==> config.mk <==
export PLATFORM = sky130hd
export DESIGN_NAME = qualified_moving_average_core
export DESIGN_NICKNAME = d
export VERILOG_FILES = /design/src/hdl/qma_pkg.sv /design/src/hdl/qualified_moving_average_core.sv
export SDC_FILE = /design/constraint.sdc
export NUM_CORES = 1
export LEC_CHECK = 0
export BUFFER_PORTS_ARGS = -buffer_cell sky130_fd_sc_hd__buf_2
export CAP_MARGIN = 20
export CORE_ASPECT_RATIO = 1.4
export CORE_UTILIZATION = 62
export CTS_CLUSTER_SIZE = 10
export DETAILED_ROUTE_END_ITERATION = 8
export PLACE_DENSITY = 0.8
export REMOVE_ABC_BUFFERS = 1
export SLEW_MARGIN = 5
export SYNTH_ARGS = -nofsm -noshare
export SYNTH_HDL_FRONTEND = slang
export SYNTH_SLANG_ARGS = --single-unit
==> constraint.sdc <==
create_clock -name clk -period 6.97 [get_ports clk]
set_input_delay 0.697 -clock clk [delete_from_list [all_inputs] [get_ports clk]]
set_output_delay 0.697 -clock clk [all_outputs]
set_load 0.05 [all_outputs]
==> src/hdl/qma_pkg.sv <==
`default_nettype none
// ----------------------------------------------------------------------------
// qma_pkg
// Types and constants shared by the qualified moving-average filter: the
// input and result word layouts, status codes and register indexes.
// ----------------------------------------------------------------------------
package qma_pkg;

  localparam int SAMPLE_W  = 12;
  localparam int SUM_W     = 16;
  localparam int AVG_W     = 16;
  localparam int AGE_W     = 16;
  localparam int CFG_IDX_W = 2;
  localparam int CFG_DAT_W = 16;

  // The average is sum * 16 / count, so the dividend is the sum magnitude
  // with four zero bits appended.
  localparam int FRAC_SHIFT = 4;
  localparam int DIVIDEND_W = SUM_W + FRAC_SHIFT;
  localparam int ITER_W     = $clog2(DIVIDEND_W + 1);

  localparam logic [1:0] ST_OK           = 2'd0;
  localparam logic [1:0] ST_DISCONNECTED = 2'd1;
  localparam logic [1:0] ST_OUT_OF_RANGE = 2'd2;
  localparam logic [1:0] ST_TIMEOUT      = 2'd3;

  localparam logic [CFG_IDX_W-1:0] CFG_MIN_TEMP      = 2'd0;
  localparam logic [CFG_IDX_W-1:0] CFG_MAX_TEMP      = 2'd1;
  localparam logic [CFG_IDX_W-1:0] CFG_TIMEOUT_TICKS = 2'd2;

  typedef struct packed {
    logic                       mode;
    logic signed [SAMPLE_W-1:0] sample_value;
    logic                       sensor_missing;
  } in_word_t;

  typedef struct packed {
    logic signed [AVG_W-1:0] average;
    logic [1:0]              status;
    logic                    accepted;
    logic                    valid_res;
  } out_word_t;

endpackage
`default_nettype wire

==> src/hdl/qualified_moving_average_core.sv <==
`default_nettype none
// ----------------------------------------------------------------------------
// qualified_moving_average_core
// Temperature sample qualifier with a moving-average window and a tick-driven
// staleness timeout. The average is divided out one quotient bit per cycle.
// ----------------------------------------------------------------------------
// A tick or a rejected sample goes from S_IDLE to S_PUSH, then into the output register;
// an accepted sample passes the bit-serial restoring divider in S_DIV (one quotient bit
// per cycle), then S_SIGN and S_PUSH. A full output register adds its stall.
// Words are taken one at a time: in_ready is high only in S_IDLE, so a new word waits
// until the last result has been loaded into the output register.
// Synchronous active-low reset clears window, sum, counters and status; presets registers.
module qualified_moving_average_core #(
  parameter int FILTER_DEPTH = 10
) (
  input  wire logic                            clk,
  input  wire logic                            rst_n,
  input  wire logic                            in_valid,
  output logic                                 in_ready,
  input  wire qma_pkg::in_word_t               in_data,
  output logic                                 out_valid,
  input  wire logic                            out_ready,
  output qma_pkg::out_word_t                   out_data,
  input  wire logic                            cfg_valid,
  output logic                                 cfg_ready,
  input  wire logic [qma_pkg::CFG_IDX_W-1:0]   cfg_index,
  input  wire logic [qma_pkg::CFG_DAT_W-1:0]   cfg_data
);
  import qma_pkg::*;

  localparam int SLOT_W = (FILTER_DEPTH > 1) ? $clog2(FILTER_DEPTH) : 1;
  localparam int CNT_W  = $clog2(FILTER_DEPTH + 1);
  localparam logic [SLOT_W-1:0] LAST_SLOT = SLOT_W'(FILTER_DEPTH - 1);
  localparam logic [CNT_W-1:0]  FULL_CNT  = CNT_W'(FILTER_DEPTH);

  typedef enum logic [1:0] {S_IDLE, S_DIV, S_SIGN, S_PUSH} fsm_t;

  fsm_t                       fsm_r;
  logic signed [SAMPLE_W-1:0] ring_r [FILTER_DEPTH];
  logic signed [SUM_W-1:0]    sum_r;
  logic [SLOT_W-1:0]          slot_r;
  logic [CNT_W-1:0]           cnt_r;
  logic signed [AVG_W-1:0]    last_avg_r;
  logic [1:0]                 status_r;
  logic [AGE_W-1:0]           age_r;
  logic                       acc_r;
  logic signed [SAMPLE_W-1:0] min_temp_r;
  logic signed [SAMPLE_W-1:0] max_temp_r;
  logic [AGE_W-1:0]           timeout_r;

  logic [DIVIDEND_W-1:0]      dq_r;
  logic [CNT_W-1:0]           rem_r;
  logic [CNT_W-1:0]           div_r;
  logic                       neg_r;
  logic [ITER_W-1:0]          iter_r;

  logic                       out_valid_r;
  out_word_t                  out_data_r;

  logic signed [SUM_W-1:0]    sum_nxt;
  logic [SLOT_W-1:0]          slot_nxt;
  logic [CNT_W-1:0]           cnt_nxt;
  logic [AGE_W-1:0]           age_nxt;
  logic [SUM_W-1:0]           mag;
  logic                       out_of_range;
  logic                       take;
  logic                       out_load;
  logic [CNT_W:0]             trial;
  logic                       qbit;
  logic [CNT_W-1:0]           rem_nxt;
  logic [DIVIDEND_W-1:0]      quot_signed;

  assign in_ready  = (fsm_r == S_IDLE);
  assign cfg_ready = 1'b1;
  assign out_valid = out_valid_r;
  assign out_data  = out_data_r;

  always_comb begin
    sum_nxt = sum_r
            - {{(SUM_W-SAMPLE_W){ring_r[slot_r][SAMPLE_W-1]}}, ring_r[slot_r]}
            + {{(SUM_W-SAMPLE_W){in_data.sample_value[SAMPLE_W-1]}},
               in_data.sample_value};
    slot_nxt = (slot_r == LAST_SLOT) ? '0 : slot_r + 1'b1;
    cnt_nxt  = (cnt_r == FULL_CNT) ? cnt_r : cnt_r + 1'b1;
    age_nxt  = (age_r == '1) ? age_r : age_r + 1'b1;
    mag      = sum_nxt[SUM_W-1] ? (~sum_nxt + 1'b1) : sum_nxt;
    out_of_range = (in_data.sample_value < min_temp_r) ||
                   (in_data.sample_value > max_temp_r);
    take     = !in_data.mode && !in_data.sensor_missing && !out_of_range;
    out_load = (fsm_r == S_PUSH) && (!out_valid_r || out_ready);
    // Restoring division: bring down the next dividend bit and try the divisor.
    trial   = {rem_r, dq_r[DIVIDEND_W-1]};
    qbit    = (trial >= {1'b0, div_r});
    rem_nxt = qbit ? CNT_W'(trial - {1'b0, div_r}) : CNT_W'(trial);
    quot_signed = neg_r ? (~dq_r + 1'b1) : dq_r;
  end

  always_ff @(posedge clk) begin
    if (!rst_n) begin
      fsm_r       <= S_IDLE;
      for (int i = 0; i < FILTER_DEPTH; i++) begin
        ring_r[i] <= '0;
      end
      sum_r       <= '0;
      slot_r      <= '0;
      cnt_r       <= '0;
      last_avg_r  <= '0;
      status_r    <= ST_OK;
      age_r       <= '0;
      acc_r       <= 1'b0;
      min_temp_r  <= 12'sd0;
      max_temp_r  <= 12'sd960;
      timeout_r   <= 16'd3000;
      iter_r      <= '0;
      out_valid_r <= 1'b0;
    end else begin
      if (cfg_valid) begin
        case (cfg_index)
          CFG_MIN_TEMP:      min_temp_r <= cfg_data[SAMPLE_W-1:0];
          CFG_MAX_TEMP:      max_temp_r <= cfg_data[SAMPLE_W-1:0];
          CFG_TIMEOUT_TICKS: timeout_r  <= cfg_data[AGE_W-1:0];
          default: ;
        endcase
      end

      if (out_load) begin
        out_valid_r <= 1'b1;
      end else if (out_ready) begin
        out_valid_r <= 1'b0;
      end

      case (fsm_r)
        S_IDLE: begin
          if (in_valid) begin
            acc_r <= take;
            fsm_r <= take ? S_DIV : S_PUSH;
            if (in_data.mode) begin
              age_r <= age_nxt;
              if (status_r == ST_OK && age_nxt > timeout_r) begin
                status_r <= ST_TIMEOUT;
              end
            end else if (in_data.sensor_missing) begin
              status_r <= ST_DISCONNECTED;
            end else if (out_of_range) begin
              status_r <= ST_OUT_OF_RANGE;
            end else begin
              ring_r[slot_r] <= in_data.sample_value;
              sum_r    <= sum_nxt;
              slot_r   <= slot_nxt;
              cnt_r    <= cnt_nxt;
              status_r <= ST_OK;
              age_r    <= '0;
              dq_r     <= {mag, {FRAC_SHIFT{1'b0}}};
              neg_r    <= sum_nxt[SUM_W-1];
              div_r    <= cnt_nxt;
              rem_r    <= '0;
              iter_r   <= '0;
            end
          end
        end
        S_DIV: begin
          rem_r  <= rem_nxt;
          dq_r   <= {dq_r[DIVIDEND_W-2:0], qbit};
          iter_r <= iter_r + 1'b1;
          if (iter_r == ITER_W'(DIVIDEND_W - 1)) begin
            fsm_r <= S_SIGN;
          end
        end
        S_SIGN: begin
          last_avg_r <= quot_signed[AVG_W-1:0];
          fsm_r      <= S_PUSH;
        end
        S_PUSH: begin
          if (out_load) begin
            out_data_r.average   <= last_avg_r;
            out_data_r.status    <= status_r;
            out_data_r.accepted  <= acc_r;
            out_data_r.valid_res <= (status_r == ST_OK);
            fsm_r                <= S_IDLE;
          end
        end
        default: fsm_r <= S_IDLE;
      endcase
    end
  end

endmodule
`default_nettype wire

Word-level counts from Yosys, hierarchy flattened
Memory sizes are Yosys's and may differ from the RTL's. A register that Yosys moved wholly into a read port is not among the register bits.
Index checks and enable logic that the tools add are counted.
- add/subtract/negate cells: 9
- multipliers: 0
- divide/modulo/power cells: 0
- $lt $le $gt $ge: 4
- eq/ne operators: 18
- shift operators: 0
- muxes and demuxes: 48
- bitwise logic cells: 5
- reductions and logical operators: 28
- operators with widths (kind ; count):
    $mux 16 ; 6
    $mux 20 ; 4
    $add 16x1->16 const B ; 3
    $mux 4 ; 10
    $pmux 20 s2 ; 1
    $not 16->16 ; 2
    $mux 5 ; 4
    $add 16x16->16 ; 1
    $eq 16x16->1 const B ; 1
    $gt 16x16->1 ; 1
    $mux 2 ; 8
    $sub 16x16->16 ; 1
    $ne 2x2->1 const B ; 7
    $gt 12x12->1 ; 1
    $lt 12x12->1 ; 1
    $mux 12 ; 1
    $reduce_and 6->1 ; 2
    $reduce_or 12->1 ; 1
    $mux 1 ; 11
    $pmux 5 s2 ; 1
    $reduce_and 5->1 ; 2
    $reduce_and 3->1 ; 3
    $add 4x1->4 const B ; 2
    $eq 4x4->1 const B ; 2
    other kinds (17) ; 36
- flip-flop bits (word level): 156
- bits in latches: 0
- RAM bits: 120
- ROM bits: 0
- input port bits: 37
- output and inout bits: 23
- word-level logic and storage cells: 134
- memories kept: 1
- memory list (memory ; words ; width ; read ports ; clocked after memory_dff ; write ports ; line ; RTL):
    ring_r ; 10 ; 12 ; 1 ; 1 ; 10 ; qualified_moving_average_core.sv:39 ; logic signed [SAMPLE_W-1:0] ring_r [FILTER_DEPTH];

Longest topological paths before layout
Gate-level depths: netlist of run 1.
- word-level depth: 11
- mapped depth: 17
- gate-level depth less buffers: 15

Least setup slack after synthesis of run 1
OpenSTA, ideal clock, no wires.
- kind: register to register
- from: reg with a tool-made name
- to: reg dq_r[17], data pin
- setup time: 0.260 ns
- arrival: 5.292 ns
- data required time: 6.710 ns
- path slack: 1.417 ns
- cell stages (with the launch flop): 18
- buffers on the path: 3
- period minus slack after synthesis: 5.553 ns
- path through: dfxtp_1 -> buf_1 -> buf_1 -> mux4_2 -> mux4_2 -> fa_1 -> inv_1 -> ha_1 -> a211oi_1 -> o31ai_1 -> o221a_2 -> o21ai_0 -> a211o_1 -> inv_1 -> buf_2 -> o41ai_2 -> xnor2_1 -> mux2_4
- RTL lines (item ; line ; RTL):
    to (signal assigned) ; qualified_moving_average_core.sv:153 ; dq_r <= {mag, {FRAC_SHIFT{1'b0}}};
    to (signal assigned) ; qualified_moving_average_core.sv:163 ; dq_r <= {dq_r[DIVIDEND_W-2:0], qbit};
    to (decl) ; qualified_moving_average_core.sv:51 ; logic [DIVIDEND_W-1:0] dq_r;

==> out/results.txt, run 1 <==
For the final database, setup skew stands at 16.5 ps. TritonCTS built the clock tree. The tool flagged a number of max-cap violations equal to 0. For this run, the number of Yosys warnings is 0. The post-cts gate resize count came out at 0.

Across all register-to-register paths, the minimum setup slack is 1110 ps. The tools report the proportion of power drawn by the clock network as 0.359. After clock tree synthesis, the setup repair step added 0 buffers. The via count of the first global-routing pass was 12000. For the worst setup path, the data required time is 7250 ps. STA classifies the critical path endpoint as a flop. Input and output buffers added on the ports amount to 58. For the share of total power in sequential cells, the log shows 0.458. The period utilization is 0.840. After global routing the overflow that remains totals 0.

For the worst flop-to-flop path, the logic depth is 14. The die covers 28600 um^2. Clock tree synthesis inserted a total of 41 buffers.

After synthesis the netlist holds a flip-flop and latch count of 352. The measured slew at the worst slew-check pin is 1110 ps. For the internal cell power, the log shows 0.00386 W. The post-route non-filler standard cell count is 1980, and the count of final max-slew check failures is 0. Maximum number of pins on one net before global-route repair: 51. Setup violations remaining at the end of the flow were counted as 0.

The area growth from synthesis to layout is 10.8%. The capturing instance or port of the critical path was dq_r[17]. The tools report the total non-filler cell area in the finished layout as 19200 um^2.

Setup repair after global routing left no endpoint under its margin. Summed over all layers, the routed wires come to 41100 um. The worst setup path is of the reg2reg kind. Pin placement for this block handled 60 I/O pins. The logic gate share of total power is 0.183, and the maximum fanout along the worst path is 34. Among all flip-flop cells after synthesis, the most frequent one is edfxtp_1. The tools report the placement row count as 72. Proportion of register bits with asynchronous set or reset after synthesis: 0.

The overall global routing resource usage was 0.299; the average wire per cell in the routed design was 20.7 um. The fraction of post-synthesis cell area in the top cell type by area was 0.418; the power density of the placed cells was 279 nW/um^2. The detailed router finished its first iteration with 1154 violations. The run gives 0.870 as the weighted congestion at the end of routability-driven global placement. The total leakage power was 7.15 nW. After the last flow step, the layout net total stands at 1703.

Once placement finished, the instance area stood at 18000 um^2. The run gives 27600 um^2 as the area of the core. The die width is 143 um.

Clock latency on the worst-skew pair, taken at its later pin, is 550 ps. Maximum root-to-sink buffer count: 3. The post-route antenna net violation count was 0. The largest total area in the synthesized netlist belongs to edfxtp_1.

0 antenna diodes ended up in the layout. Ranked by total cell area, the synthesized netlist is headed by edfxtp_1 (42%), dfxtp_1 (13%), mux4_2 (7.8%), nor2_1 (5.1%), ha_1 (5.1%). The most common cell in the synthesized netlist is edfxtp_1.

The detailed-route via count is 12100, and the headroom to the max-slew limit is 0.263. The logs give 1977 for the filler cell count in the final layout and 0.547 for the post-synthesis sequential area ratio. The gate count of the mapped netlist was 1527. For the final hold violation count, the log shows 0. The critical path startpoint category was a flop. The fraction of final layout cells sized beyond drive strength 1 was 0.137. The commonest cells after synthesis are edfxtp_1 (241), nor2_1 (236), nand2_1 (139), inv_1 (118), dfxtp_1 (111).

After clock tree synthesis, the clock-pin slew on the worst setup and hold paths is 50 ps. The initial core utilization is 0.628, and the number of synthesized flops with an enable pin is 241. Kind of path behind the tightest hold check: in2reg.

The mapped netlist covers 17300 um^2. The final standard cell utilization of the core came out at 0.695. The logs give 1907 for the placed instance count and 63600 um for the global-route wire length before repair.

In this run the critical register-to-register path is captured at dq_r[17]. The number of antenna violations at the first check in global routing is 0. VDD sags by at most 0.252 mV.

The H-tree generated during clock tree synthesis spans 2 levels. In this run the clock root is driven by a clkbuf_16. The maximum clock frequency is 0.171 GHz, and the via density per instance is 6.13. Averaged over all synthesized cells, the footprint is 11.3 um^2. Setup total negative slack on the finished layout was measured at 0 ps. The run finished with clean final reports. For this run, design rule violations remaining after detail routing come to 0. The logs give 0 for the hold buffer count at cts and 68 for the distinct cell type count of the synthesized netlist. The power spent charging and discharging nets is 0.00149 W, and the minimum clock period is 5860 ps. The net switching fraction of the power is 0.279, and the height of the die is 200 um. Detailed placement ended at an HPWL of 27300 um. The number of search-and-repair iterations in the first detailed-routing pass is 5, and the clock net sink count is 352. Data on the critical path arrives at its endpoint at 6140 ps.
-- worst min path at each step --
stage,slack [ps],cells after the start,endpoint,startpoint
after detailed placement,420,0,out_data[6],last_avg_r[2]
after floorplan,410,0,out_data[17],last_avg_r[13]
after global routing,420,3,timeout_r[14],cfg_data[14]
final,400,3,timeout_r[12],cfg_data[12]
after CTS,400,3,timeout_r[12],cfg_data[12]
after global placement,410,0,out_data[13],last_avg_r[9]
-- sequential cells by signal, indices dropped and copies added, names as in the netlist, 5 cells and up, named ones only --
register / count
out_data: 20
ring_r: 192
sum_r: 16
min_temp_r: 12
timeout_r: 16
age_r: 16
iter_r: 5
last_avg_r: 16
max_temp_r: 12
dq_r: 20
-- worst max-delay path, stage by stage, from the launching register on --
cell	delay, ps
dfxtp_4	800
mux4_2	630
mux4_2	520
fa_1	500
inv_1	60
ha_1	380
nor2_1	110
o31ai_1	690
o221a_2	370
o21ai_0	150
a211o_1	420
inv_1	350
o41ai_2	170
xnor2_1	170
mux2_4	270
-- per-stage QoR --
step	hold WS, ps	power (W)	setup slack (ps)
after global routing	417	0.00556	909
after global placement	415	0.00342	1440
final	404	0.00535	1110
after floorplan	408	0.00320	593
after CTS	398	0.00536	1190
after detailed placement	423	0.00346	1310
-- layout make-up --
| cell class | instances | area (um^2) | area share |
|---|---|---|---|
| flip-flops and latches | 352 | 9460 | 0.494 |
| multi-input cells | 982 | 7140 | 0.373 |
| clock buffers | 70 | 1140 | 0.0597 |
| repair buffers | 84 | 485 | 0.0253 |
| well taps | 370 | 463 | 0.0241 |
| inverters | 119 | 447 | 0.0233 |
| clock inverters | 3 | 22.5 | 0.00117 |
-- metal layers --
metal / part of all wire / vias to the layer above / track usage
met4: 0.047 / 0 / 0.153
met2: 0.52 / 556 / 0.528
met1: 0.36 / 5843 / 0.348
met5: 0 / - / 0
met3: 0.079 / 138 / 0.0506
li1: - / 5600 / -
-- power groups by stage --
stage               combinational, W  sequential (W)  clock (W)
floorplan                   0.000690         0.00251          0
global placement            0.000930         0.00249          0
detailed placement          0.000966         0.00249          0
CTS                         0.000973         0.00245    0.00194
global route                 0.00108         0.00247    0.00201
finish                      0.000982         0.00245    0.00192
-- layout by cell type (no fill, tap or decap), drive strengths merged, types with 45 or more instances in the layout --
| cell | synthesis | final |
|---|---|---|
| nand3 | 56 | 56 |
| inv | 118 | 121 |
| nand2 | 139 | 139 |
| o21ai | 45 | 45 |
| buf | 17 | 84 |
| dfxtp | 111 | 111 |
| nor2 | 236 | 236 |
| mux4 | 60 | 60 |
| edfxtp | 241 | 241 |
| a21oi | 73 | 73 |
| ha | 70 | 70 |
| clkbuf | 57 | 70 |
-- kinds of logic after synthesis --
group                    count (synthesis)  share of synthesized area
XOR/XNOR                                51                     0.0258
buffers and inverters                  193                     0.0426
other                                    1                   0.000217
AO/OA/AOI/OAI                          235                     0.0905
AND/OR/NAND/NOR                        531                      0.136
adder cells (fa/ha/maj)                 86                     0.0691
flip-flops                             352                      0.547
multiplexers                            78                     0.0894
Power figures use the tool's default switching activity.
==> inputs of run 2 (changes only) <==
--- a/config.mk
+++ b/config.mk
@@ -8,10 +8,10 @@
 export BUFFER_PORTS_ARGS = -buffer_cell sky130_fd_sc_hd__buf_2
 export CAP_MARGIN = 20
 export CORE_ASPECT_RATIO = 1.4
-export CORE_UTILIZATION = 62
+export CORE_UTILIZATION = 56
 export CTS_CLUSTER_SIZE = 10
 export DETAILED_ROUTE_END_ITERATION = 8
-export PLACE_DENSITY = 0.8
+export PLACE_DENSITY = 0.76
 export REMOVE_ABC_BUFFERS = 1
 export SLEW_MARGIN = 5
 export SYNTH_ARGS = -nofsm -noshare
==> constraint.sdc (replaced) <==
create_clock -name clk -period 4.75 [get_ports clk]
set_input_delay 0.475 -clock clk [delete_from_list [all_inputs] [get_ports clk]]
set_output_delay 0.475 -clock clk [all_outputs]
set_load 0.05 [all_outputs]
==> out/results.txt, run 2 (synthesis results as in run 1) <==
The run finished, with violations left. The final reports fail on setup timing. The flip-flop count of the largest register, all copies and words added works out to 192 (unchanged). The endpoint arrival time on the critical path was 5140 ps (-1000 ps); the number of endpoints failing setup at the final stage was 7 (+7). The number of max-cap violations came out at 0 (unchanged). The hold path depth is 3 (unchanged), and the fraction of final layout cells sized beyond drive strength 1 is 0.202 (+0.0643). The worst setup margin was -102 ps (-1220 ps). By startpoint and endpoint, the worst setup path is classified as reg2reg. The logs give 0.900 (+3.4%) for the weighted congestion at the end of routability-driven global placement and 0.277 (+0.0148) for the headroom to the max-slew limit. The power density of the placed cells was 404 nW/um^2 (+45%). The quantity of I/O buffers inserted on ports is 58 (unchanged). The total number of H-tree levels was 2 (unchanged); the average wire per cell in the routed design was 20.2 um (-2.8%).

The tools report the critical path startpoint category as a flop. For the antenna cell count, the log shows 0 (unchanged). The run gives 0 (unchanged) as the count of final max-slew check failures. The maximum number of pins on one net before global-route repair was 56 (+9.8%). The hold buffer count at cts came out at 0 (unchanged).

For the final worst clock skew, the log shows 23.4 ps (+6.84 ps). The number of cells on the worst reg-to-reg path works out to 15 (+1). Die area: 31600 um^2 (+11%). The register with the most flip-flops is ring_r.

Detailed-route via count: 12400 (+2.0%). The worst register-to-register path ends at dq_r[17]. The maximum clock frequency is 0.206 GHz (+21%), and the post-route non-filler standard cell count is 2072 (+4.6%). The combined area of the multi-input logic cells came out at 7410 um^2 (+3.7%).

The worst hold path begins at cfg_data[14]. For the post-detailed-placement half-perimeter wirelength, the log shows 28600 um (+4.8%). The signal on the critical path passes through buf_8 -> mux4_2 -> mux4_2 -> fa_1 -> buf_6 -> fa_2 -> nand2b_4 -> a21oi_4 -> xor2_4 -> nor4b_4 -> buf_4 -> nand4_1 -> o41ai_2 -> xnor2_1 -> mux2_4.

For the clock net sink count, the log shows 352 (unchanged). The number of remaining DRC errors came out at 0 (unchanged). The placed instance count was 1989 (+4.3%); the filler cell count in the final layout was 2222 (+12%).

Kind of path behind the tightest hold check: in2reg. The leftover overflow at the end of global routing was 0 (unchanged); the placement row count was 75 (+4.2%). The global-route wire length before repair is 64400 um (+1.2%). Setup repair after global routing could not meet its margin everywhere. The worst IR drop on VDD is 0.414 mV (+64%), and the relative area change from synthesis to final layout is 16.8%.

Maximum fanout along the worst path: 8 (-76%). TritonCTS built the clock tree. The area of the core was 30200 um^2 (+9.6%); the number of DRC markers after the initial detailed-route iteration was 1190 (+3.1%). The endpoint type of the worst setup path is a flop.

The via density per instance was 5.98 (-2.5%). The total leakage power is 7.66 nW (+7.2%). The TritonCTS buffer count is 41 (unchanged), and the period utilization is 1.02 (+0.181).

The highest cell delay on the worst timing path is 530 ps (-270 ps), and the aggregate routed wire length is 41800 um (+1.8%). The count of pins on the block boundary was 60 (unchanged); the clock latency on the worst-skew pair was 550 ps (about the same). The path with the worst hold slack has its endpoint at timeout_r[14]. The measured slew at the worst slew-check pin was 1080 ps (-26.0 ps); the clock transition at the register clock pins on the worst setup and hold paths after CTS was 60 ps (about the same). Die width: 151 um (+5.1%). The initial core utilization was 0.573 (-0.0550); the number of nets in the layout was 1790 (+5.1%). The library cells used most frequently in the layout, excluding fill and tap cells, are edfxtp_1 (241), nor2_1 (230), nand2_1 (138). The overall global routing resource usage was 0.268 (-0.0310). The worst-path cell with the longest stage delay was fa_1. The tree is rooted in a clkbuf_16.

The run gives 0 (unchanged) as the final hold violation count. The number of search-and-repair iterations in the first detailed-routing pass was 5 (unchanged); the maximum root-to-sink buffer count was 3 (unchanged). For the slack of the worst reg-to-reg path, the log shows -100 ps (-1220 ps). The final total power came out at 0.00817 W (+53%). The tools report the required time of the critical path as 5040 ps (-2210 ps). The most numerous cell type found on the critical path is mux4_2. For the via count of the first global-routing pass, the log shows 12300 (+2.2%).

The logs give 0 (unchanged) for the post-route antenna net violation count and 9460 um^2 (unchanged) for the register cell area after layout. The minimum clock period came out at 4850 ps (-1000 ps). The final standard cell utilization of the core was 0.669 (-0.0268); the height of the die was 210 um (+5.2%). The most frequent standard cell in the layout excluding fill and tap cells is edfxtp_1. For the number of antenna violations at the first check in global routing, the log shows 0 (unchanged).
-- run 2: worst max-delay path by stage --
stage	from	end	slack (ps)	cells past startpoint
detailed placement	flop	dq_r[17]	-90	16
floorplan	flop	dq_r[15]	-1630	14
global route	flop	dq_r[17]	-220	15
finish	flop	dq_r[17]	-100	15
CTS	flop	dq_r[17]	3	14
global placement	flop	dq_r[17]	-20	16
-- run 2: where the power goes --
part	switching (W)	internal (W)	leakage, nW	total (W)
sequential	0.0000965	0.00350	3.36	0.00359
combinational	0.00103	0.000802	3.75	0.00183
clock	0.00116	0.00158	0.541	0.00274
total	0.00229	0.00588	7.66	0.00817
-- run 2: layout make-up --
| type | instances | share of cell area |
|---|---|---|
| clock buffer | 60 | 0.0543 |
| clock inverter | 3 | 0.00130 |
| inverter | 119 | 0.0224 |
| multi-input combinational | 982 | 0.367 |
| sequential | 352 | 0.468 |
| tap | 385 | 0.0238 |
| timing repair buffer | 170 | 0.0627 |
| timing repair inverter | 1 | 0.000372 |
-- run 2: worst max-delay path, delay by kind of cell, from the launching register on --
kind	cells	cell delay, ps
buffers and inverters	3	480
and+or+nand+nor	3	650
AOI/OAI and AO/OA	2	580
muxes	3	1270
adders and majority gates	2	890
DFF	1	480
xor gates and xnor gates	2	230
-- run 2: stage by stage --
step	worst slack (ps)	hold slack [ps]	cell area, um^2	TNS [ps]
2_1_floorplan	-1630	408	17000	-31140
4_1_cts	2.93	167	19700	0
5_1_grt	-220	181	20200	-1760
3_5_place_dp	-90.2	417	18600	-226
6_report	-102	180	20200	-234
3_3_place_gp	-18.9	415	18600	-26.8
-- run 2: routing by layer --
layer  vias up  global-route usage  part of all wire
met1      5995               0.314              0.37
met3       139              0.0429             0.062
li1       5761                   -                 -
met2       487               0.477              0.53
met4         0               0.121             0.045
met5         -                   0                 0
-- run 2: repair_timing --
item | in CTS | in global routing
gates cloned | 0 | 3
setup endpoints to repair | 7 | 15
buffers inserted | 1 | 15
pin swaps | 0 | 24
resized for setup | 7 | 63
